**src/rtl/ifrrb_pkg.sv**
```systemverilog
`default_nettype none
package ifrrb_pkg;

    localparam int BYTE_DEPTH  = 256;
    localparam int FRAME_SLOTS = 16;
    localparam int BYTE_AW     = $clog2(BYTE_DEPTH);
    localparam int SLOT_AW     = $clog2(FRAME_SLOTS);
    localparam int DATA_W      = 8;
    localparam int STATUS_W    = 3;
    localparam int WAITING_W   = 4;

    typedef logic [BYTE_AW-1:0]   byte_ptr_t;
    typedef logic [SLOT_AW-1:0]   slot_ptr_t;
    typedef logic [SLOT_AW:0]     slot_cnt_t;
    typedef logic [DATA_W-1:0]    data_t;
    typedef logic [WAITING_W-1:0] waiting_t;

    typedef enum logic [1:0] {
        ACT_RX_BYTE = 2'd0,
        ACT_IDLE    = 2'd1,
        ACT_READ    = 2'd2,
        ACT_FLUSH   = 2'd3
    } action_t;

    typedef enum logic [STATUS_W-1:0] {
        STS_DONE       = 3'd0,
        STS_DATA       = 3'd1,
        STS_NO_FRAME   = 3'd2,
        STS_EMPTY_SKIP = 3'd3,
        STS_MERGED     = 3'd4
    } status_t;

    typedef struct packed {
        logic      we;
        byte_ptr_t waddr;
        data_t     wdata;
        logic      re;
        byte_ptr_t raddr;
    } byte_req_t;

    typedef struct packed {
        logic      we;
        slot_ptr_t waddr;
        byte_ptr_t wdata;
        logic      re;
        slot_ptr_t raddr;
    } slot_req_t;

    function automatic byte_ptr_t byte_inc(input byte_ptr_t p);
        return (p == byte_ptr_t'(BYTE_DEPTH - 1)) ? '0 : p + 1'b1;
    endfunction

    function automatic byte_ptr_t byte_dec(input byte_ptr_t p);
        return (p == '0) ? byte_ptr_t'(BYTE_DEPTH - 1) : p - 1'b1;
    endfunction

    function automatic slot_ptr_t slot_inc(input slot_ptr_t p);
        return (p == slot_ptr_t'(FRAME_SLOTS - 1)) ? '0 : p + 1'b1;
    endfunction

    function automatic waiting_t slot_diff(input slot_ptr_t tail, input slot_ptr_t head);
        slot_cnt_t w;
        w = {1'b0, tail} + slot_cnt_t'(FRAME_SLOTS) - {1'b0, head};
        if (w >= slot_cnt_t'(FRAME_SLOTS)) begin
            w = w - slot_cnt_t'(FRAME_SLOTS);
        end
        return waiting_t'(w);
    endfunction

endpackage
`default_nettype wire

```
**src/rtl/ifrrb_ram.sv**
```systemverilog
`default_nettype none
module ifrrb_ram #(
    parameter int DEPTH = 16,
    parameter int WIDTH = 8
) (
    input  wire logic                     aclk,
    input  wire logic                     we,
    input  wire logic [$clog2(DEPTH)-1:0] waddr,
    input  wire logic [WIDTH-1:0]         wdata,
    input  wire logic                     re,
    input  wire logic [$clog2(DEPTH)-1:0] raddr,
    output logic      [WIDTH-1:0]         rdata
);

    logic [WIDTH-1:0] mem [DEPTH];
    logic [WIDTH-1:0] rdata_reg;

    always_ff @(posedge aclk) begin
        if (we) begin
            mem[waddr] <= wdata;
        end
        if (re) begin
            rdata_reg <= mem[raddr];
        end
    end

    assign rdata = rdata_reg;

endmodule
`default_nettype wire

```
**src/rtl/ifrrb_ctrl.sv**
```systemverilog
`default_nettype none
module ifrrb_ctrl (
    input  wire logic                        aclk,
    input  wire logic                        aresetn,
    input  wire logic                        s_valid,
    output logic                             s_ready,
    input  wire logic [1:0]                  s_action,
    input  wire ifrrb_pkg::data_t            s_rx_byte,
    output logic                             m_valid,
    input  wire logic                        m_ready,
    output logic [ifrrb_pkg::STATUS_W-1:0]   m_status,
    output ifrrb_pkg::data_t                 m_data_byte,
    output logic                             m_last_byte,
    output ifrrb_pkg::waiting_t              m_frames_waiting,
    output ifrrb_pkg::byte_req_t             byte_req,
    output ifrrb_pkg::slot_req_t             start_req,
    output ifrrb_pkg::slot_req_t             end_req,
    input  wire ifrrb_pkg::data_t            byte_rdata,
    input  wire ifrrb_pkg::byte_ptr_t        start_rdata,
    input  wire ifrrb_pkg::byte_ptr_t        end_rdata
);

    import ifrrb_pkg::*;

    typedef enum logic [1:0] {
        ST_IDLE,
        ST_DESC,
        ST_BYTE,
        ST_OUT
    } state_t;

    state_t    state_reg, state_next;
    byte_ptr_t wp_reg, wp_next;
    slot_ptr_t tail_reg, tail_next;
    slot_ptr_t head_reg, head_next;
    logic      start0_reg, start0_next;
    byte_ptr_t cur_start_reg, cur_start_next;
    status_t   res_status_reg, res_status_next;
    data_t     res_data_reg, res_data_next;
    logic      res_last_reg, res_last_next;
    logic      m_valid_reg, m_valid_next;
    status_t   m_status_reg, m_status_next;
    data_t     m_data_reg, m_data_next;
    logic      m_last_reg, m_last_next;
    waiting_t  m_frames_reg, m_frames_next;
    slot_ptr_t tail_inc;
    byte_ptr_t desc_start;

    assign tail_inc   = slot_inc(tail_reg);
    assign desc_start = (start0_reg && head_reg == '0) ? '0 : start_rdata;
    assign s_ready    = (state_reg == ST_IDLE);

    always_comb begin
        state_next      = state_reg;
        wp_next         = wp_reg;
        tail_next       = tail_reg;
        head_next       = head_reg;
        start0_next     = start0_reg;
        cur_start_next  = cur_start_reg;
        res_status_next = res_status_reg;
        res_data_next   = res_data_reg;
        res_last_next   = res_last_reg;
        m_valid_next    = m_valid_reg;
        m_status_next   = m_status_reg;
        m_data_next     = m_data_reg;
        m_last_next     = m_last_reg;
        m_frames_next   = m_frames_reg;
        byte_req        = '0;
        start_req       = '0;
        end_req         = '0;

        if (m_valid_reg && m_ready) begin
            m_valid_next = 1'b0;
        end

        case (state_reg)
            ST_IDLE: begin
                if (s_valid) begin
                    res_status_next = STS_DONE;
                    res_data_next   = '0;
                    res_last_next   = 1'b0;
                    state_next      = ST_OUT;
                    case (s_action)
                        ACT_RX_BYTE: begin
                            byte_req.we    = 1'b1;
                            byte_req.waddr = wp_reg;
                            byte_req.wdata = s_rx_byte;
                            wp_next        = byte_inc(wp_reg);
                        end
                        ACT_IDLE: begin
                            end_req.we    = 1'b1;
                            end_req.waddr = tail_reg;
                            end_req.wdata = byte_dec(wp_reg);
                            if (tail_inc != head_reg) begin
                                tail_next       = tail_inc;
                                start_req.we    = 1'b1;
                                start_req.waddr = tail_inc;
                                start_req.wdata = wp_reg;
                                if (tail_inc == '0) begin
                                    start0_next = 1'b0;
                                end
                            end else begin
                                res_status_next = STS_MERGED;
                            end
                        end
                        ACT_READ: begin
                            if (head_reg == tail_reg) begin
                                res_status_next = STS_NO_FRAME;
                            end else begin
                                start_req.re    = 1'b1;
                                start_req.raddr = head_reg;
                                end_req.re      = 1'b1;
                                end_req.raddr   = head_reg;
                                state_next      = ST_DESC;
                            end
                        end
                        ACT_FLUSH: begin
                            wp_next     = '0;
                            tail_next   = '0;
                            head_next   = '0;
                            start0_next = 1'b1;
                        end
                        default: ;
                    endcase
                end
            end
            ST_DESC: begin
                if (byte_inc(end_rdata) == desc_start) begin
                    head_next       = slot_inc(head_reg);
                    res_status_next = STS_EMPTY_SKIP;
                    state_next      = ST_OUT;
                end else begin
                    byte_req.re    = 1'b1;
                    byte_req.raddr = desc_start;
                    cur_start_next = desc_start;
                    res_last_next  = (desc_start == end_rdata);
                    state_next     = ST_BYTE;
                end
            end
            ST_BYTE: begin
                start_req.we    = 1'b1;
                start_req.waddr = head_reg;
                start_req.wdata = byte_inc(cur_start_reg);
                if (head_reg == '0) begin
                    start0_next = 1'b0;
                end
                if (res_last_reg) begin
                    head_next = slot_inc(head_reg);
                end
                res_data_next   = byte_rdata;
                res_status_next = STS_DATA;
                state_next      = ST_OUT;
            end
            ST_OUT: begin
                if (!m_valid_reg || m_ready) begin
                    m_valid_next  = 1'b1;
                    m_status_next = res_status_reg;
                    m_data_next   = res_data_reg;
                    m_last_next   = res_last_reg;
                    m_frames_next = slot_diff(tail_reg, head_reg);
                    state_next    = ST_IDLE;
                end
            end
            default: state_next = ST_IDLE;
        endcase
    end

    always_ff @(posedge aclk) begin
        if (!aresetn) begin
            state_reg   <= ST_IDLE;
            wp_reg      <= '0;
            tail_reg    <= '0;
            head_reg    <= '0;
            start0_reg  <= 1'b1;
            m_valid_reg <= 1'b0;
        end else begin
            state_reg      <= state_next;
            wp_reg         <= wp_next;
            tail_reg       <= tail_next;
            head_reg       <= head_next;
            start0_reg     <= start0_next;
            m_valid_reg    <= m_valid_next;
            cur_start_reg  <= cur_start_next;
            res_status_reg <= res_status_next;
            res_data_reg   <= res_data_next;
            res_last_reg   <= res_last_next;
            m_status_reg   <= m_status_next;
            m_data_reg     <= m_data_next;
            m_last_reg     <= m_last_next;
            m_frames_reg   <= m_frames_next;
        end
    end

    assign m_valid          = m_valid_reg;
    assign m_status         = m_status_reg;
    assign m_data_byte      = m_data_reg;
    assign m_last_byte      = m_last_reg;
    assign m_frames_waiting = m_frames_reg;

endmodule
`default_nettype wire

```
**src/rtl/idle_framed_rx_ring_buffer.sv**
```systemverilog
// Channel | Direction | Handshake          | Payload
// s_      | in        | s_valid / s_ready  | s_action[1:0], s_rx_byte[7:0]
// m_      | out       | m_valid / m_ready  | m_status[2:0], m_data_byte[7:0],
//         |           |                    | m_last_byte, m_frames_waiting[3:0]
//
// Byte, idle, flush: straight to the result. A read does a descriptor read,
// then a byte read and start write-back, unless the frame is empty (skip).
// One item is in flight at a time; s_ready is high only between items.
// Synchronous active-low reset clears pointers; the RAMs are not cleared.
// A stalled m_ready holds the finished result and blocks the next item's end.
`default_nettype none
module idle_framed_rx_ring_buffer (
    input  wire logic                      aclk,
    input  wire logic                      aresetn,
    input  wire logic                      s_valid,
    output logic                           s_ready,
    input  wire logic [1:0]                s_action,
    input  wire logic [7:0]                s_rx_byte,
    output logic                           m_valid,
    input  wire logic                      m_ready,
    output logic [ifrrb_pkg::STATUS_W-1:0] m_status,
    output logic [7:0]                     m_data_byte,
    output logic                           m_last_byte,
    output logic [3:0]                     m_frames_waiting
);

    import ifrrb_pkg::*;

    byte_req_t byte_req;
    slot_req_t start_req;
    slot_req_t end_req;
    data_t     byte_rdata;
    byte_ptr_t start_rdata;
    byte_ptr_t end_rdata;

    ifrrb_ctrl u_ctrl (
        .aclk             (aclk),
        .aresetn          (aresetn),
        .s_valid          (s_valid),
        .s_ready          (s_ready),
        .s_action         (s_action),
        .s_rx_byte        (s_rx_byte),
        .m_valid          (m_valid),
        .m_ready          (m_ready),
        .m_status         (m_status),
        .m_data_byte      (m_data_byte),
        .m_last_byte      (m_last_byte),
        .m_frames_waiting (m_frames_waiting),
        .byte_req         (byte_req),
        .start_req        (start_req),
        .end_req          (end_req),
        .byte_rdata       (byte_rdata),
        .start_rdata      (start_rdata),
        .end_rdata        (end_rdata)
    );

    ifrrb_ram #(.DEPTH(BYTE_DEPTH), .WIDTH(DATA_W)) u_byte_ram (
        .aclk  (aclk),
        .we    (byte_req.we),
        .waddr (byte_req.waddr),
        .wdata (byte_req.wdata),
        .re    (byte_req.re),
        .raddr (byte_req.raddr),
        .rdata (byte_rdata)
    );

    ifrrb_ram #(.DEPTH(FRAME_SLOTS), .WIDTH(BYTE_AW)) u_start_ram (
        .aclk  (aclk),
        .we    (start_req.we),
        .waddr (start_req.waddr),
        .wdata (start_req.wdata),
        .re    (start_req.re),
        .raddr (start_req.raddr),
        .rdata (start_rdata)
    );

    ifrrb_ram #(.DEPTH(FRAME_SLOTS), .WIDTH(BYTE_AW)) u_end_ram (
        .aclk  (aclk),
        .we    (end_req.we),
        .waddr (end_req.waddr),
        .wdata (end_req.wdata),
        .re    (end_req.re),
        .raddr (end_req.raddr),
        .rdata (end_rdata)
    );

endmodule
`default_nettype wire

```
**config.mk**
```make
export PLATFORM = sky130hd
export DESIGN_NAME = idle_framed_rx_ring_buffer
export DESIGN_NICKNAME = d
export VERILOG_FILES = /design/src/rtl/ifrrb_pkg.sv /design/src/rtl/ifrrb_ram.sv /design/src/rtl/ifrrb_ctrl.sv /design/src/rtl/idle_framed_rx_ring_buffer.sv
export SDC_FILE = /design/constraint.sdc
export NUM_CORES = 2
export LEC_CHECK = 0
export ABC_AREA = 1
export BUFFER_PORTS_ARGS = -buffer_cell sky130_fd_sc_hd__buf_2
export CAP_MARGIN = 0
export CELL_PAD_IN_SITES_DETAIL_PLACEMENT = 1
export CELL_PAD_IN_SITES_GLOBAL_PLACEMENT = 2
export CORE_ASPECT_RATIO = 0.9
export CORE_MARGIN = 1
export CORE_UTILIZATION = 32
export DETAILED_ROUTE_END_ITERATION = 10
export PLACE_DENSITY_LB_ADDON = 0.1
export SLEW_MARGIN = 20
export SYNTH_ARGS = -nofsm -noshare
export SYNTH_HDL_FRONTEND = slang
export SYNTH_SLANG_ARGS = --single-unit
```
**constraint.sdc**
```tcl
create_clock -name aclk -period 11.5 [get_ports aclk]
set_input_delay 0.575 -clock aclk [delete_from_list [all_inputs] [get_ports aclk]]
set_output_delay 0.575 -clock aclk [all_outputs]
set_load 0.1 [all_outputs]
```
==> impl_metrics.yaml <==
run_status:
  outcome: "completed"
die:
  die_y_um: 551
  core_area_um2: 333000
  rows: 201
  start_util_pct: 32.1
  dieArea_um2: 337000
  pin_count: 32
  chipWidth_um: 612
setup_path:
  required_ns: 12.14
  rrSetupSlack_ns: 4.35
  cp.arrival_ns: 7.79
  start_kind: "flop"
  critical-path-max-stage-delay_ns: 0.67
  path_buf_inv: 5
  cp_common_cell: "nand3_1"
  timing.critical_path.cells: "inv_1 > ha_1 > nand3_4 > nand2_2 > inv_8 > nand3_1 > nand2_1 > nand2_2 > nor2_4 > nand3_4 > nand3_4 > clkinv_8 > buf_4 > buf_4 > nand3_1 > nand3_1 > nand3_1 > nand3_1 > nand3_1 > nand3_1 > nand3_1 > nand2_1"
  critPathKind: "reg2reg"
  critical-path-slowest-cell: "clkinv_8"
  crit_family: "simple AND/OR/NAND/NOR gates"
  cp_max_fo: 149
  end_kind: "flop"
global_routing:
  grt_start_max_net_pins: 191
  grt_pass1_vias: 76100
  grt_overflow: 0
  grt_pass1_wl_mm: 562
  antenna_found_initial: 23
  globalRouteTotalUtil_pct: 22.7
synth:
  synthArstFlopShare_pct: 0
  yosys.area.top_type: "edfxtp_1"
  yosys_most_used_dff: "edfxtp_1"
  synth_edf_count: 2364
  syn_inst: 10000
  syn_nets: 10100
  synthTopCellsByArea: "edfxtp_1, nand3_1, inv_1, nand2_1, nand4_1"
  synth-seq-cells: 2384
  synth_top_cells_by_count: "edfxtp_1, nand3_1, inv_1"
  yosysMostFrequentCell: "edfxtp_1"
  ys_seq_area_share_pct: 66.7
  synth_area_um2: 107000
  synthDominantCellAreaShare_pct: 66.3
  avgSynthCellArea_um2: 10.7
  ys_warn_count: 0
  synth_cell_types: 44
routing:
  vias_per_cell: 5.16
  drtIter0Drc: 5859
  drt_first_pass_iters: 9
  ant_nets: 0
  wl_mm: 389
  wire_per_inst_um: 26.9
  vias: 74800
  drc_errors: 0
sta:
  period_share_pct: 62.2
  finalHoldViolations: 0
  worst_pin_slew_ns: 1.20
  setup_ws_ns: 4.35
  setup_viol: 0
  grt_setup_unrepaired: "no"
  tns_ns: 0
  fmax_ghz: 0.140
  max_slew_margin_pct: 19.9
  finalClockSkew_ns: 0.0371
  slew_violations: 0
  period_needed_ns: 7.15
placement:
  placedInstanceArea_um2: 111000
  hpwl_mm: 219
  port_buffers: 31
  gp_congestion: 0.808
  pre_cts_slack_ns: 4.34
layout:
  reg_top3: "u_byte_ram.mem (2048), u_end_ram.mem (128), u_start_ram.mem (128)"
  fin_nets: 9840
  postLayoutCoreUtil_pct: 36.1
  largest_reg_flops: 2048
  drive_above_1_share_pct: 7.58
  top_register: "u_byte_ram.mem"
  synthToLayoutAreaGrowth_pct: 12.2
  final_cell_area_um2: 120000
power:
  peakVddDrop_uv: 132
  clockPowerShare_pct: 38.2
  p_sw_mw: 7.56
  p_per_area_nw_per_um2: 195
  p_leak_nw: 47.0
  power.internal_mw: 15.9
  comb_power_share_pct: 19.9
  power_frac_seq_pct: 41.9
  total_power_mw: 23.4
  swShare_pct: 32.3
cts:
  postCtsSetupBuffers: 0
  cts_num_sinks: 2384
  ctsHtreeMaxLevel: 5
  cts_buffer_depth: 4
  cts_tree: "yes"
  numCtsBuffers: 284
  clk_latency_ns: 0.91
  clkTransAtPathRegs_ns: 0.06
  cts_root_buf: "clkbuf_16"
run:
  drv_cap: 0
hold_path:
  hold_class: "in2reg"
==> repair_timing <==
action | CTS | global route
hold buffers | 1 | 0
resized for setup | 0 | 0
endpoints found under the hold margin | 1 | 0
==> worst paths after layout <==
check / startpoint / endpoint / cells after the start
setup / recovery: u_ctrl.head_reg[1] / u_byte_ram.rdata[0] / 22
hold / removal: aresetn / u_ctrl.wp_reg[5] / 3
setup reg to reg: u_ctrl.head_reg[1] / u_byte_ram.rdata[0] / 22
hold reg to reg: u_ctrl.res_data_reg[5] / u_ctrl.m_data_byte[5] / 0
==> kinds of logic (layout without fill, tap and decap cells) <==
logic type               after synthesis  in the layout  synth area share (%)
flip-flops                          2384           2384                  66.7
AND/OR/NAND/NOR                     4666           4666                  20.7
buffers and inverters               2548           2539                  9.65
adder cells (fa/ha/maj)               19             19                 0.229
AO/OA/AOI/OAI                        304            304                  1.69
multiplexers                          96             96                 0.935
XOR/XNOR                              13             13                 0.106
other                                  0              6                     0
==> cells in the final DEF (no fill, tap or decap), drive strengths merged, types with 2 or more instances in the layout <==
cell / synthesis / final
edfxtp: 2364 / 2364
nand3: 1937 / 1937
inv: 1858 / 1866
nand2: 1337 / 1337
nand4: 732 / 732
nor2: 536 / 536
clkbuf: 245 / 364
buf: 443 / 178
o21ai: 154 / 154
clkinv: 2 / 106
or2: 96 / 96
mux2i: 64 / 64
o211ai: 48 / 48
a211oi: 42 / 42
mux2: 32 / 32
o22ai: 26 / 26
a21oi: 25 / 25
bufinv: 0 / 22
dfxtp: 20 / 20
nor3: 19 / 19
ha: 18 / 18
xor2: 9 / 9
diode: 0 / 6
nor4: 6 / 6
xnor2: 4 / 4
o31ai: 2 / 2
nor3b: 2 / 2
a31oi: 2 / 2
a221oi: 2 / 2
clkinvlp: 0 / 2
==> worst reg2reg max path, cell delays in order, from the launching register on <==
cell and delay [ns]:
dfxtp_1 0.46, inv_1 0.18, ha_1 0.28, nand3_4 0.17, nand2_2 0.14, inv_8 0.36
nand3_1 0.15, nand2_1 0.12, nand2_2 0.08, nor2_4 0.10, nand3_4 0.46, nand3_4 0.41
clkinv_8 0.67, buf_4 0.71, buf_4 0.45, nand3_1 0.21, nand3_1 0.15, nand3_1 0.22
nand3_1 0.45, nand3_1 0.25, nand3_1 0.48, nand3_1 0.28, nand2_1 0.07
==> routing by layer <==
layer / vias to the layer above / GRT usage, % / wire length, um
met5: - / 0 / 40
met4: 6 / 5.16 / 8730
met3: 448 / 2.57 / 17000
met2: 1594 / 36.8 / 180000
met1: 38800 / 32.8 / 184000
li1: 33900 / - / -
==> through the flow <==
| step | hold slack, ns | instances |
|---|---|---|
| floorplan | 0.400 | 10000 |
| global placement | 0.411 | 14000 |
| detailed placement | 0.406 | 14000 |
| CTS | 0.00200 | 14500 |
| global route | 0.0483 | 14500 |
| finish | 0.0940 | 14500 |
==> power groups by stage <==
stage / Sequential [mW] / Combinational, mW / Clock (mW)
after floorplan: 10.0 / 2.73 / 0
after global placement: 10.0 / 4.70 / 0
after detailed placement: 10.0 / 4.70 / 0
after CTS: 9.83 / 4.71 / 9.15
after global routing: 9.84 / 5.00 / 9.44
final: 9.83 / 4.66 / 8.95
==> layout make-up <==
type / instances / area (um2)
Timing Repair Buffer: 179 / 1570
Tap cell: 4466 / 5590
Multi-Input combinational cell: 5098 / 25600
Sequential cell: 2384 / 71400
Fill cell: 36300 / 213000
Inverter: 1860 / 7020
Clock inverter: 136 / 1300
Clock buffer: 364 / 7630
Antenna cell: 6 / 15.0
(Power assumes the default switching activity.)
